File: config.mk
export PLATFORM = sky130hd
export DESIGN_NAME = tcch_centideg
export DESIGN_NICKNAME = d
export VERILOG_FILES = /design/src/rtl/tcch_pkg.sv /design/src/rtl/tcch_centideg.sv
export SDC_FILE = /design/constraint.sdc
export NUM_CORES = 1
export LEC_CHECK = 0
export BUFFER_PORTS_ARGS = -buffer_cell sky130_fd_sc_hd__buf_2
export CAP_MARGIN = 20
export CORE_MARGIN = 3
export CORE_UTILIZATION = 50
export CTS_BUF_LIST = sky130_fd_sc_hd__clkbuf_4 sky130_fd_sc_hd__clkbuf_8
export CTS_CLUSTER_SIZE = 24
export DETAILED_ROUTE_END_ITERATION = 12
export PLACE_DENSITY_LB_ADDON = 0.2
export SYNTH_ARGS = -nofsm -noshare
export SYNTH_HDL_FRONTEND = slang
export SYNTH_SLANG_ARGS = --single-unit
File: constraint.sdc
create_clock -name clk -period 18.3 [get_ports clk]
set_clock_uncertainty 0.2 [all_clocks]
set_input_delay 1.83 -clock clk [delete_from_list [all_inputs] [get_ports clk]]
set_output_delay 1.83 -clock clk [all_outputs]
set_load 0.02 [all_outputs]
File: src/rtl/tcch_pkg.sv
package tcch_pkg;

    localparam int ATAN_LEN = 25;

    localparam logic [31:0] GAIN_INV_Q30 = 32'd652032874;
    localparam logic [31:0] HALF_PI_Q30 = 32'd1686629713;
    localparam logic [31:0] CENTIDEG_PER_RAD_Q16 = 32'd375493621;
    localparam int HEADING_LIMIT = 18000;
    localparam int TILT_LIMIT = 9000;

    // atan(2^-i) in Q30, truncated
    function automatic logic [31:0] atan_q30(input int idx);
        logic [31:0] r;
        begin
            case (idx)
                0: r = 32'h3243F6A8;
                1: r = 32'h1DAC6705;
                2: r = 32'h0FADBAFC;
                3: r = 32'h07F56EA6;
                4: r = 32'h03FEAB76;
                5: r = 32'h01FFD55B;
                6: r = 32'h00FFFAAA;
                7: r = 32'h007FFF55;
                8: r = 32'h003FFFEA;
                9: r = 32'h001FFFFD;
                10: r = 32'h000FFFFF;
                11: r = 32'h0007FFFF;
                12: r = 32'h0003FFFF;
                13: r = 32'h0001FFFF;
                14: r = 32'h0000FFFF;
                15: r = 32'h00007FFF;
                16: r = 32'h00003FFF;
                17: r = 32'h00001FFF;
                18: r = 32'h00000FFF;
                19: r = 32'h000007FF;
                20: r = 32'h000003FF;
                21: r = 32'h000001FF;
                22: r = 32'h000000FF;
                23: r = 32'h0000007F;
                24: r = 32'h0000003F;
                default: r = 32'h0;
            endcase
            return r;
        end
    endfunction

    // Q30 angle rounded half up to the given fraction width
    function automatic logic signed [31:0] q30_to_angle(input logic [31:0] t, input int fb);
        logic [32:0] s;
        begin
            s = {1'b0, t};
            if (fb < 30)
                s = s + (33'd1 << (29 - fb));
            return 32'($signed(s >>> (30 - fb)));
        end
    endfunction

endpackage

File: src/rtl/tcch_centideg.sv
module tcch_centideg #(
    parameter int ANGLE_FRAC_BITS = 16,
    parameter int LIMIT           = 9000,
    parameter int W               = 15
)
(
    input  logic                clk,
    input  logic                en,
    input  logic signed [31:0]  angle,
    output logic signed [W-1:0] centi
);

    localparam int SH = ANGLE_FRAC_BITS + 16;

    logic        neg_reg, neg2_reg;
    logic [31:0] mag_reg;
    logic [63:0] prod_reg;

    // multiply magnitude, then round half away from zero and clamp
    always_ff @(posedge clk)
    begin
        if (en)
        begin
            neg_reg  <= angle[31];
            mag_reg  <= angle[31] ? 32'(-angle) : 32'(angle);
            neg2_reg <= neg_reg;
            prod_reg <= 64'(mag_reg) * 64'(tcch_pkg::CENTIDEG_PER_RAD_Q16);
        end
    end

    logic [63:0] r;
    logic [W-1:0] v;
    assign r = (prod_reg + (64'd1 << (SH - 1))) >> SH;
    assign v = (r > 64'(LIMIT)) ? W'(LIMIT) : W'(r);
    assign centi = neg2_reg ? -$signed(v) : $signed(v);

endmodule

==> results.yml <==
clocking:
  numCtsBuffers: 9
  cts_buffer_depth: 2
  clk_pin_slew_ns: 0.07
  cts_root_buf: "clkbuf_8"
  cts_tree: "built"
  cts_setup_buffers: 0
  cts_hold_buffers: 0
  cts_htree_levels: 3
  numClockSinks: 64
  ctsResizeCount: 0
  clk_latency_ns: 0.43
min_path:
  min_from: "neg_reg"
  min_to: "neg2_reg"
  hold_depth: 0
  hold_class: "flip-flop to flip-flop"
floorplanning:
  row_count: 72
  ioPinCount: 49
  core_area_um2: 38700
  die_w_um: 204
  die_area_um2: 41800
  die_h_um: 204
  initial_core_util_pct: 50.8
finish:
  final_area_um2: 20700
  layout.nets: 2758
  area_delta_synth_final_pct: 5.39
  final_layout_size_suffix_gt1_share_pct: 4.34
  most-common-layout-cells: "inv_1 (576), ha_1 (390), fa_1 (379)"
  fin_cells: 2478
  largest_reg_flops: 32
  antenna_cells: 0
  final_common_cell: "inv_1"
  fill_cells: 3567
setup_path:
  critPathMaxFanout: 10
  r2r_end: "prod_reg[54]"
  ff2ff_path_depth: 27
  r2r_slack_ns: 9.34
  cp.arrival_ns: 8.94
  worst_ep_required_time_ns: 18.28
  r2r-start: "mag_reg[19]"
  crit_type: "flip-flop to flip-flop"
  cp-end-kind: "flip-flop"
  start_kind: "flip-flop"
logic_synthesis:
  synth_cells: 1904
  syn_area_um2: 19700
  seq_area_frac_synth_pct: 9.76
  synth_cell_types: 54
  ys_ff_latch: 64
  ys.flop_type: "edfxtp_1"
  yosysWarnings: 0
  synth-edff-count: 64
  syn-num-nets: 2707
  syn_area_per_cell_um2: 10.3
  synth_async_sr_flop_share_pct: 0
grt:
  grt_max_degree: 65
  grt_pass1_vias: 13900
  grt_usage_pct: 25.1
  grt_pass1_wl_mm: 77.2
  antenna_found_initial: 1
  overflow: 0
place:
  io_buffers: 48
  placed_area_um2: 20600
  dp_hpwl_mm: 44.2
  place_inst: 2462
  post-place-ws_ns: 9.42
  finalWeightedCongestion: 0.960
sta:
  relSlewSlack_pct: 37.7
  fmax_mhz: 112
  period_share_pct: 49.0
  hold_viol: 0
  fin_ws_ns: 9.34
  maxSlewViolCount: 0
  setup_tns_ns: 0
  fin_crit_ns: 8.96
  rsz0062_at_grt: "no"
  worstMarginPinSlew_ns: 0.935
  setup_viol: 0
drt:
  num_vias: 12800
  drt_iter0_drc: 660
  wl_mm: 49.3
  antenna_left: 0
  wl_per_cell_um: 19.9
  drc_errors: 0
  viasPerCell: 5.15
  firstDrtPassIters: 5
job:
  maxCapViolCount: 0
run_status:
  status: "finished, final reports clean"
[layout make-up]
| class | count | area (µm²) | share of cell area [%] |
|---|---|---|---|
| timing repair buffer | 51 | 263 | 1.27 |
| clock buffer | 12 | 146 | 0.706 |
| sequential | 64 | 1920 | 9.27 |
| tap | 518 | 648 | 3.12 |
| inverter | 576 | 2160 | 10.4 |
| multi-input combinational | 1253 | 15600 | 75.0 |
| clock inverter | 4 | 45.0 | 0.217 |
[through the flow]
| stage | utilization [%] | hold slack (ns) |
|---|---|---|
| floorplan | - | 0.200 |
| global placement | 53.1 | 0.204 |
| detailed placement | 53.1 | 0.206 |
| CTS | 53.5 | 0.222 |
| global route | 53.5 | 0.245 |
| finish | 53.5 | 0.222 |
[worst max-delay path, cell delays in order, from the launching register on]
cell and delay [ns]:
edfxtp_1 0.72, inv_1 0.19, fa_1 0.56, inv_1 0.05
fa_1 0.49, inv_1 0.05, fa_1 0.46, fa_1 0.52
inv_1 0.05, fa_1 0.47, fa_1 0.53, fa_1 0.55
inv_1 0.06, fa_1 0.50, inv_1 0.05, ha_1 0.32
and4_1 0.26, nand3_1 0.13, or4b_2 0.62, o211ai_1 0.20
a211o_1 0.24, a21oi_1 0.12, o21ai_0 0.49, a31o_2 0.25
a21oi_1 0.11, o221ai_1 0.26, a21oi_1 0.12, xnor2_1 0.13
[cells by family (layout without fill, tap and decap cells)]
kind of cell	after synthesis	after routing	synth area share [%]
flip-flops	64	64	9.76
adder cells (fa/ha/maj)	769	769	63.3
multiplexers	1	1	0.0572
XOR/XNOR	108	108	4.81
buffers and inverters	587	643	11.2
AO/OA/AOI/OAI	171	171	5.44
AND/OR/NAND/NOR	204	204	5.39
[synthesized netlist by cell type, types with 2 or more instances]
library cell	count	area (µm²)
and4_1	2	17.5
o21bai_1	2	15.0
nand2_1	59	221
o21a_1	3	22.5
a21o_1	29	218
a221oi_1	3	26.3
or2_2	10	62.6
a21boi_0	2	15.0
nand2b_1	5	31.3
xnor2_1	67	587
or3_1	11	68.8
ha_1	390	4880
a31o_2	2	17.5
buf_1	2	7.51
nor2_1	25	93.8
edfxtp_1	64	1920
or4_1	2	15.0
a22oi_1	3	22.5
a211oi_1	6	45.0
o31ai_1	6	45.0
o21ai_0	47	235
xor2_1	41	359
fa_1	379	7590
nand4_1	10	62.6
and2_1	16	100
inv_1	576	2160
o41ai_1	3	26.3
clkbuf_1	9	33.8
o211ai_1	3	22.5
a21oi_1	49	245
and3_1	21	131
nor3_1	12	60.1
a31oi_1	4	25.0
nor2b_1	3	18.8
nand3_1	19	95.1
[worst max path at each step]
stage,slack (ns),start,cells after the start,endpoint
floorplan,10.26,mag_reg[19],27,prod_reg[54]
global placement,9.58,mag_reg[19],27,prod_reg[54]
detailed placement,9.42,mag_reg[19],27,prod_reg[54]
CTS,9.38,mag_reg[19],27,prod_reg[54]
global route,9.01,mag_reg[19],27,prod_reg[60]
finish,9.34,mag_reg[19],27,prod_reg[54]
[metal layers]
metal | GRT usage (%) | wire [µm]
met1 | 34.5 | 21900
met2 | 39.1 | 22600
met3 | 6.75 | 3300
met4 | 6.86 | 1200
met5 | 3.69 | 220
Power is not shown: default switching activity piles up to over one toggle a cycle in this logic, so the estimate is an artifact.
